### config.mk
export PLATFORM = sky130hd
export DESIGN_NAME = els_ctrl
export DESIGN_NICKNAME = d
export VERILOG_FILES = /design/src/rtl/els_pkg.sv /design/src/rtl/els_ctrl.sv
export SDC_FILE = /design/constraint.sdc
export NUM_CORES = 1
export LEC_CHECK = 0
export BUFFER_PORTS_ARGS = -buffer_cell sky130_fd_sc_hd__buf_2
export CAP_MARGIN = 20
export CORE_MARGIN = 2
export CORE_UTILIZATION = 27
export DETAILED_ROUTE_END_ITERATION = 8
export GPL_ROUTABILITY_DRIVEN = 0
export MAX_ROUTING_LAYER = met4
export PLACE_DENSITY_LB_ADDON = 0.08
export SETUP_SLACK_MARGIN = 0.4
export SYNTH_ARGS = -nofsm -noshare
export SYNTH_HDL_FRONTEND = slang
export SYNTH_SLANG_ARGS = --single-unit
### constraint.sdc
create_clock -name clk -period 2.2 [get_ports clk]
set_clock_uncertainty 0.1 [all_clocks]
set_input_delay 0.22 -clock clk [delete_from_list [all_inputs] [get_ports clk]]
set_output_delay 0.22 -clock clk [all_outputs]
set_load 0.05 [all_outputs]
### src/rtl/els_pkg.sv
// Package for the Ethernet learning switch unit: sizes, table entry type,
// controller states and the command/status structs between controller and datapath.
// No dependencies.
package els_pkg;

	localparam int TABLE_DEPTH = 1024;
	localparam int PORT_COUNT  = 16;
	localparam int GROUP_BITS  = 4;

	localparam int AW     = $clog2(TABLE_DEPTH);
	localparam int CW     = $clog2(TABLE_DEPTH + 1);
	localparam int LW     = (CW > 11) ? CW : 11;
	localparam int PORT_W = 4;
	localparam int MAC_W  = 48;
	localparam int MASK_W = 16;
	localparam int MCAST_BIT = 40;

	localparam logic [2:0] CFG_ROUTING_MODE = 3'd0;
	localparam logic [2:0] CFG_RELAY_ENABLE = 3'd1;
	localparam logic [2:0] CFG_PORT_REG     = 3'd2;
	localparam logic [2:0] CFG_PORT_GROUPS  = 3'd3;
	localparam logic [2:0] CFG_MAX_ENTRIES  = 3'd4;

	localparam logic MODE_HUB   = 1'b0;
	localparam logic MODE_LEARN = 1'b1;

	localparam logic [10:0] MAX_ENTRIES_RST = 11'd1024;

	typedef enum logic [1:0] {
		DEC_DROP  = 2'd0,
		DEC_FLOOD = 2'd1,
		DEC_UNI   = 2'd2
	} decision_t;

	typedef enum logic [1:0] {
		SCAN_SRC   = 2'd0,
		SCAN_DST   = 2'd1,
		SCAN_EVICT = 2'd2
	} scan_kind_t;

	typedef struct packed {
		logic              valid;
		logic [MAC_W-1:0]  mac;
		logic [PORT_W-1:0] port;
	} entry_t;

	typedef enum logic [3:0] {
		ST_CLEAR,
		ST_IDLE,
		ST_DECIDE,
		ST_SCAN_SRC,
		ST_LEARN,
		ST_EVICT_CHK,
		ST_EVICT_SCAN,
		ST_EVICT_WR,
		ST_SCAN_DST,
		ST_DST_CHK,
		ST_DONE
	} state_t;

	typedef struct packed {
		logic       load_in;
		logic       clr_run;
		logic       scan_start;
		scan_kind_t scan_kind;
		logic       scan_run;
		logic       wr_learn;
		logic       wr_evict;
		logic       wr_del;
		logic       res_load;
		decision_t  res_sel;
		logic       out_load;
	} cmd_t;

	typedef struct packed {
		logic clr_done;
		logic scan_done;
		logic hit;
		logic src_ok;
		logic fast_path;
		logic over_limit;
		logic dst_ok;
		logic out_free;
	} status_t;

endpackage

### src/rtl/els_ctrl.sv
// Controller state machine of the Ethernet learning switch unit.
// Depends on els_pkg; drives the datapath through els_pkg::cmd_t.
module els_ctrl (
	input  logic             clk,
	input  logic             arst_n,
	input  logic             in_valid,
	output logic             in_ready,
	input  els_pkg::status_t sts,
	output els_pkg::cmd_t    cmd
);

	els_pkg::state_t state_q, state_d;

	always_ff @(posedge clk or negedge arst_n) begin
		if (!arst_n) begin
			state_q <= els_pkg::ST_CLEAR;
		end else begin
			state_q <= state_d;
		end
	end

	always_comb begin
		state_d = state_q;
		unique case (state_q)
			els_pkg::ST_CLEAR:      if (sts.clr_done) state_d = els_pkg::ST_IDLE;
			els_pkg::ST_IDLE:       if (in_valid) state_d = els_pkg::ST_DECIDE;
			els_pkg::ST_DECIDE: begin
				if (!sts.src_ok || sts.fast_path) state_d = els_pkg::ST_DONE;
				else state_d = els_pkg::ST_SCAN_SRC;
			end
			els_pkg::ST_SCAN_SRC:   if (sts.scan_done) state_d = els_pkg::ST_LEARN;
			els_pkg::ST_LEARN:      state_d = els_pkg::ST_EVICT_CHK;
			els_pkg::ST_EVICT_CHK: begin
				if (sts.over_limit) state_d = els_pkg::ST_EVICT_SCAN;
				else state_d = els_pkg::ST_SCAN_DST;
			end
			els_pkg::ST_EVICT_SCAN: if (sts.scan_done) state_d = els_pkg::ST_EVICT_WR;
			els_pkg::ST_EVICT_WR:   state_d = els_pkg::ST_EVICT_CHK;
			els_pkg::ST_SCAN_DST:   if (sts.scan_done) state_d = els_pkg::ST_DST_CHK;
			els_pkg::ST_DST_CHK:    state_d = els_pkg::ST_DONE;
			els_pkg::ST_DONE:       if (sts.out_free) state_d = els_pkg::ST_IDLE;
			default:                state_d = els_pkg::ST_CLEAR;
		endcase
	end

	always_comb begin
		cmd = '0;
		cmd.scan_kind = els_pkg::SCAN_SRC;
		cmd.res_sel = els_pkg::DEC_DROP;
		in_ready = 1'b0;
		unique case (state_q)
			els_pkg::ST_CLEAR: cmd.clr_run = 1'b1;
			els_pkg::ST_IDLE: begin
				in_ready = 1'b1;
				cmd.load_in = in_valid;
			end
			els_pkg::ST_DECIDE: begin
				if (!sts.src_ok) begin
					cmd.res_load = 1'b1;
					cmd.res_sel = els_pkg::DEC_DROP;
				end else if (sts.fast_path) begin
					cmd.res_load = 1'b1;
					cmd.res_sel = els_pkg::DEC_FLOOD;
				end else begin
					cmd.scan_start = 1'b1;
					cmd.scan_kind = els_pkg::SCAN_SRC;
				end
			end
			els_pkg::ST_SCAN_SRC, els_pkg::ST_EVICT_SCAN, els_pkg::ST_SCAN_DST:
				cmd.scan_run = 1'b1;
			els_pkg::ST_LEARN: cmd.wr_learn = 1'b1;
			els_pkg::ST_EVICT_CHK: begin
				cmd.scan_start = 1'b1;
				cmd.scan_kind = sts.over_limit ? els_pkg::SCAN_EVICT : els_pkg::SCAN_DST;
			end
			els_pkg::ST_EVICT_WR: cmd.wr_evict = 1'b1;
			els_pkg::ST_DST_CHK: begin
				cmd.res_load = 1'b1;
				if (sts.hit && sts.dst_ok) begin
					cmd.res_sel = els_pkg::DEC_UNI;
				end else begin
					cmd.res_sel = els_pkg::DEC_FLOOD;
					cmd.wr_del = sts.hit;
				end
			end
			els_pkg::ST_DONE: cmd.out_load = sts.out_free;
			default: ;
		endcase
	end

endmodule

# Word-level counts from Yosys, hierarchy flattened

Index checks and enable logic that the tools add are counted.
Widths: inputs -> output; s select.

Flip-flop bits (word level): 4
Logic and storage cells: 50
Output and inout bits: 14
Input port bits: 11

Equal/unequal tests: 16
Reductions and logical operators: 7
Mux-type cells: 26

Operator list:

| kind               | count |
|---|---|
| $pmux 4 s10        | 1 |
| $mux 4             | 8 |
| $eq 4x3->1 const B | 4 |
| $eq 4x4->1 const B | 3 |
| $mux 3             | 4 |
| $ne 2x2->1 const B | 6 |
| $pmux 3 s2         | 2 |
| $mux 1             | 9 |
| $eq 4x2->1 const B | 2 |
| $reduce_and 6->1   | 1 |
| $eq 4x1->1 const B | 1 |
| $logic_not 4->1    | 1 |
| $mux 2             | 2 |
| $reduce_or 3->1    | 1 |
| $reduce_or 2->1    | 1 |
| $logic_and 1x1->1  | 1 |
| $logic_not 1->1    | 1 |
| $logic_or 1x1->1   | 1 |

# Logic depth before layout (Yosys ltp)

Gate-level depths: netlist (run 1).

Depth after elaboration: 4
Gate-level depth with buffers: 5
Gate-level depth less buffers: 4

# Worst setup path after synthesis (run 1)

No wires, ideal clock.

Path type: register -> output
From: register state_q[0]
To: output port cmd[11] (netlist name)
Stages on the path, launching flop included: 3
Arrival: 2142 ps
Slack: -262 ps
Required time: 1880 ps
Buffers on the path: 1
Path through: dfrtp_1 > buf_2 > nor4_1

RTL lines:

| element                | line           | source |
|---|---|---|
| start, declared        | els_ctrl.sv:12 | `els_pkg::state_t state_q, state_d;` |
| start signal, assigned | els_ctrl.sv:16 | `state_q <= els_pkg::ST_CLEAR;` |
| start signal, assigned | els_ctrl.sv:18 | `state_q <= state_d;` |
| end, declared          | els_ctrl.sv:9  | `output els_pkg::cmd_t cmd` |

==> results of run 1 <==
==> repair_timing <==
| action | CTS | global route |
|---|---|---|
| endpoints found under the setup margin | 15 | 14 |
| resized for setup | 11 | 46 |
| hold endpoints to repair | 4 | 0 |
| setup buffers | 12 | 3 |
| hold buffers | 1 | 0 |
| pin swaps | 0 | 4 |
==> where the power goes <==
group | switching, mW | internal (mW)
sequential | 0.0656 | 0.113
clock | 0.0338 | 0.0613
combinational | 0.612 | 0.518
==> per-stage QoR <==
| step | hold slack [ps] | cell area, µm² | cells | power (mW) |
|---|---|---|---|---|
| after floorplan | -176 | 522 | 66 | 0.818 |
| after global placement | -71.4 | 662 | 112 | 0.970 |
| after CTS | 97.3 | 805 | 128 | 1.21 |
| final | 94.2 | 951 | 131 | 1.40 |
| after global routing | 88.8 | 951 | 131 | 1.50 |
| after detailed placement | -72.8 | 662 | 112 | 0.960 |
==> synth_stat cells, types with 2 or more instances <==
library cell / n / share of area, %
and3_1: 2 / 2.5
buf_2: 3 / 3.0
inv_1: 6 / 4.5
mux2_4: 2 / 6.0
nor2_1: 7 / 5.2
nand2_1: 8 / 6.0
a21oi_1: 3 / 3.0
a2bb2oi_1: 2 / 3.5
and2b_1: 3 / 4.5
nand2b_1: 2 / 2.5
o21ai_0: 2 / 2.0
dfrtp_1: 4 / 20
nor3b_1: 2 / 3.0
nor3_1: 4 / 4.0
==> how the worst max path moves through the flow <==
| stage | cells after the start | endpoint | slack [ps] | start |
|---|---|---|---|---|
| 3_5_place_dp | 4 | state_q[0] | 260 | state_q[3] |
| 2_1_floorplan | 4 | cmd[8] | 110 | state_q[1] |
| 4_1_cts | 4 | cmd[3] | 400 | state_q[1] |
| 5_1_grt | 4 | cmd[5] | 340 | state_q[3] |
| 6_report | 5 | cmd[1] | 410 | state_q[0] |
| 3_3_place_gp | 4 | state_q[3] | 230 | state_q[3] |
==> layout make-up <==
class	instances	area share, %
Sequential cell	4	11.1
Multi-Input combinational cell	52	47.4
Clock buffer	3	2.37
Timing Repair Buffer	41	33.6
Inverter	6	2.37
Tap cell	25	3.29
==> cells by family (layout without fill, tap and decap cells) <==
kind of cell | count (synthesis) | in the layout
AO/OA/AOI/OAI | 15 | 15
buffers and inverters | 10 | 50
flip-flops | 4 | 4
multiplexers | 3 | 3
AND/OR/NAND/NOR | 34 | 34
==> metal layers <==
| metal | global-route usage (%) | routed length [µm] |
|---|---|---|
| met2 | 24.7 | 864 |
| met5 | - | 0 |
| met4 | 8.33 | 8 |
| met1 | 19.0 | 717 |
| met3 | 4.62 | 44 |
==> reports/metrics.cfg, run 1 <==
[sta]
setup_tns_ps=0
slew_headroom_pct=84.4
hold_viol=0
maxSlewViolCount=0
tightest_slew_ps=233
rsz0062_at_grt=true
timing.final.crit_share_pct=81.6
fin_crit_ps=1790
fin_ws_ps=405
fmax_mhz=557
setup_viol=0

[grt]
grt_pass1_vias=542
grt_first_pass_wirelength_mm=2.36
grt_max_degree=11
grtUsageTotal_pct=16.1
antenna_found_initial=0
grt_overflow=0

[cts]
ctsHtreeMaxLevel=1
cts.sinks=4
cts.clk_slew.worst_paths_ps=40
cts_buffers=3
cts-root-buf=clkbuf_4
ctsLongestPathBuffers=2
cts_tree=done
clk_latency_ps=240

[pwr]
ir_drop_mv=0.675
pwr_density_cell_mw_per_mm2=1480
p_leak_nw=0.482

[worst_setup_path]
worstPathRequired_ps=1880
cp_slowest_cell=dfrtp_2
crit_arrival_ps=1470
r2r_cells=6
rrSetupSlack_ps=440
path_cells=and2b_2 > nand2_4 > a21oi_2 > a41o_1 > buf_6
critPathKind=reg -> out
crit_path_max_fanout=7
cp-end-kind=output pin
r2r-start=state_q[1]
critPathLaunchType=flop
cp_top_family=flip-flops
r2r_end=state_q[0]
slowest_delay_ps=470
cp.buffers_inverters=1

[layout]
ff_latch_area_um2=105
drive_gt1_share_pct=63.2
top_register=state_q
largest_reg_flops=4
n_antenna_cell=0
multi_input_comb_area_um2=450
fillers=172
final_cell_mix=buf_4 (18), buf_2 (10), buf_6 (9)
final_core_util_pct=54.5
area_growth_syn_to_layout_pct=89.5
layout_commonest_cell=buf_4
reg_top3=state_q: 4 flops
layout.nets=119

[yosys]
yosys.area_share.simple_pct=39.4
ys_warn_count=0
ys_ff_latch=4
synthXorXnorAreaFrac_pct=0
synth-edff-count=0
synth-main-ff-cell=dfrtp_1
synthAdderAreaFrac_pct=0
synthMuxAreaShare_pct=7.98
synth_fp_nets=77
netlist_area_um2=502
synth_compound_area_share_pct=24.4
synth.distinct_cells=30
synth_seq_area_share_pct=20.0
synth_top_family_by_area=simple AND/OR/NAND/NOR gates
syn_inst=66
async_reset_ff_share_pct=100
syn_area_per_cell_um2=7.60

[min_path]
min_from=sts[6]
min_to=state_q[2]
whs_path_depth=2
min_path_type=in -> reg

[route]
num_vias=641
avgViaCountPerCell=4.89
ant_nets=0
drc=0
dr.pass1.iters=2
avgRoutedWirePerCell_um=12.5
routed_wl_mm=1.64
drt_iter0_markers=13

[die]
io-pin-count=25
die_x_um=47.1
coreArea_mm2=0.00175
die_y_um=47.1
die-area_mm2=0.00222
core.rowCount=15
initial_core_util_pct=28.7

[placed_design]
port_buffers=24
hpwl_mm=1.02
pre_cts_ws_ps=256

[flow_run]
drv_cap=0

[outcome]
status=finished, final reports clean

Note: power is estimated with default switching activity, not from simulation.
==> run 2, diff against run 1 <==
ABC_AREA = 1   (was default)
clock period = 1.8 ns   (was 2.2 ns; I/O delays follow)
==> run 2 against run 1 <==
Net effect: combinational power rose by 14%; cell area increased by 1.6%; global-route usage is 0.86 points lower; area after synthesis is 1.0% lower; hold slack better by 58 ps.
==> reports/metrics.cfg, run 2 <==
[pwr]
pwr-share-comb_pct=80.3
p_leak_nw=0.533
p_int_uw=669
ir_drop_mv=1.15
pwr-share-seq_pct=12.7
pwr_density_cell_mw_per_mm2=1670
p_switching_uw=942
clkPwrFrac_pct=7.0
switching_share_pct=58.5

[yosys]
ys_ff_latch=4
synth_area_leaders=nand2_1 (23%), dfrtp_1 (20%), nor2_1 (13%)
yosysTopAreaCell=nand2_1
syn_area_per_cell_um2=5.40
synth-main-ff-cell=dfrtp_1
yosysTopAreaCellShare_pct=23.4
synth_most_common_cell=nand2_1
async_reset_ff_share_pct=100
netlist_area_um2=497
synth_seq_area_share_pct=20.2
synth-edff-count=0
synth_fp_nets=103
ys_warn_count=0
syn_inst=92
synth.distinct_cells=15
yosys-top-cells-count=nand2_1 (31), nor2_1 (17), inv_1 (14), nand3_1 (11)

[die]
coreArea_mm2=0.00173
die_y_um=46.9
core.rowCount=15
die-area_mm2=0.00220
die_x_um=46.9
initial_core_util_pct=28.8
io-pin-count=25

[sta]
timing.final.crit_share_pct=93.8
rsz0062_at_grt=true
slew_headroom_pct=86.1
maxSlewViolCount=0
hold_viol=0
setup_tns_ps=0
tightest_slew_ps=208
fin_crit_ps=1690
setup_viol=0
holdWs_ps=152
fmax_mhz=592

[grt]
antenna_found_initial=0
grt_first_pass_wirelength_mm=2.39
grt_max_degree=7
grtUsageTotal_pct=15.2
grt_overflow=0
grt_pass1_vias=589

[worst_setup_path]
cp_top_family=flip-flops
crit_path_max_fanout=3
cp.buffers_inverters=3
cp_slowest_cell=dfrtp_2
worstPathRequired_ps=1520
cp-end-kind=output pin
critPathKind=reg -> out
path_cells=buf_4 > nor2_2 > nand3_1 > inv_1 > buf_6
slowest_delay_ps=400
critPathLaunchType=flop
crit_arrival_ps=1410

[cts]
clk_latency_ps=240
ctsHtreeMaxLevel=1
cts_tree=done
cts.sinks=4
cts.clk_slew.worst_paths_ps=40
cts_buffers=3
ctsLongestPathBuffers=2
cts-root-buf=clkbuf_4

[layout]
n_antenna_cell=0
final_cell_mix=nand2_1 (23), buf_6 (12), nand3_1 (11), inv_1 (11), buf_2 (10)
largest_reg_flops=4
layout_commonest_cell=nand2_1
top_register=state_q
layout.nets=139
drive_gt1_share_pct=55.6
reg_top3=state_q: 4 flops
area_growth_syn_to_layout_pct=94.5

[route]
routed_wl_mm=1.60
dr.pass1.iters=4
drt_iter0_markers=13
avgViaCountPerCell=4.42
num_vias=667
ant_nets=0
avgRoutedWirePerCell_um=10.6
drc=0

[min_path]
min_path_type=in -> reg

[flow_run]
drv_cap=0

[placed_design]
port_buffers=24
hpwl_mm=1.13

[outcome]
status=finished, final reports clean

## run 2: layout make-up
| type | count | area (µm²) |
|---|---|---|
| Timing Repair Buffer | 31 | 263 |
| Sequential cell | 4 | 105 |
| Multi-Input combinational cell | 73 | 485 |
| Inverter | 15 | 58.8 |
| Fill cell | 178 | 761 |
| Tap cell | 25 | 31.3 |
| Clock buffer | 3 | 22.5 |
## run 2: per-stage QoR
| stage | utilization, % | instances | power (mW) | worst slack [ps] | cell area (µm²) |
|---|---|---|---|---|---|
| detailed placement | 40.7 | 141 | 1.11 | 160 | 702 |
| global route | 55.9 | 151 | 1.72 | 55.9 | 966 |
| global placement | 40.7 | 141 | 1.12 | 141 | 702 |
| finish | 55.9 | 151 | 1.61 | 111 | 966 |
| CTS | 49.9 | 145 | 1.41 | 148 | 861 |
| floorplan | - | 92 | 0.927 | 220 | 551 |
## run 2: power by group through the flow
| stage | registers, mW | logic, mW | clock network (mW) |
|---|---|---|---|
| finish | 0.204 | 1.29 | 0.113 |
| global route | 0.212 | 1.39 | 0.121 |
| CTS | 0.211 | 1.08 | 0.113 |
| detailed placement | 0.184 | 0.927 | 0 |
| global placement | 0.185 | 0.933 | 0 |
| floorplan | 0.170 | 0.757 | 0 |
## run 2: worst register-to-register path, stage by stage, from the launching register on
cell and delay (ps):
dfrtp_2 400, buf_4 150, nor2_4 140, buf_4 130
nand3_1 100, nand2_2 110, nor2_4 60, nand3_1 80
nand2_1 60
## run 2: what timing repair did
item                                    CTS  global route
gates resized for setup                  44            16
buffers inserted                          0             6
pin swaps                                 0             3
hold buffers                              1             0
hold endpoints to repair                  4             0
endpoints found under the setup margin   18            18
## run 2: kinds of logic after synthesis
logic type	Yosys count	synth area share, %
DFF	4	20.2
and+or+nand+nor	69	64.2
AOI/OAI and AO/OA	4	4.28
buffers and inverters	15	11.3
## run 2: final timing paths
check	from	to	slack, ps	depth (start not counted)
max in group asynchronous	arst_n	state_q[1]	1270	2
min	sts[6]	state_q[2]	150	4
min reg2reg	state_q[0]	state_q[0]	490	2
max	state_q[3]	cmd[9]	110	5
max reg2reg	state_q[3]	state_q[1]	340	8
min in group asynchronous	arst_n	state_q[2]	180	2
## run 2: layer usage
metal / vias to the layer above / share of wire (%) / GRT usage [%]
li1: 353 / - / -
met1: 291 / 47 / 20.9
met2: 21 / 47 / 23.3
met3: 2 / 4.3 / 1.54
met4: 0 / 1.2 / 5.00
met5: - / 0 / -
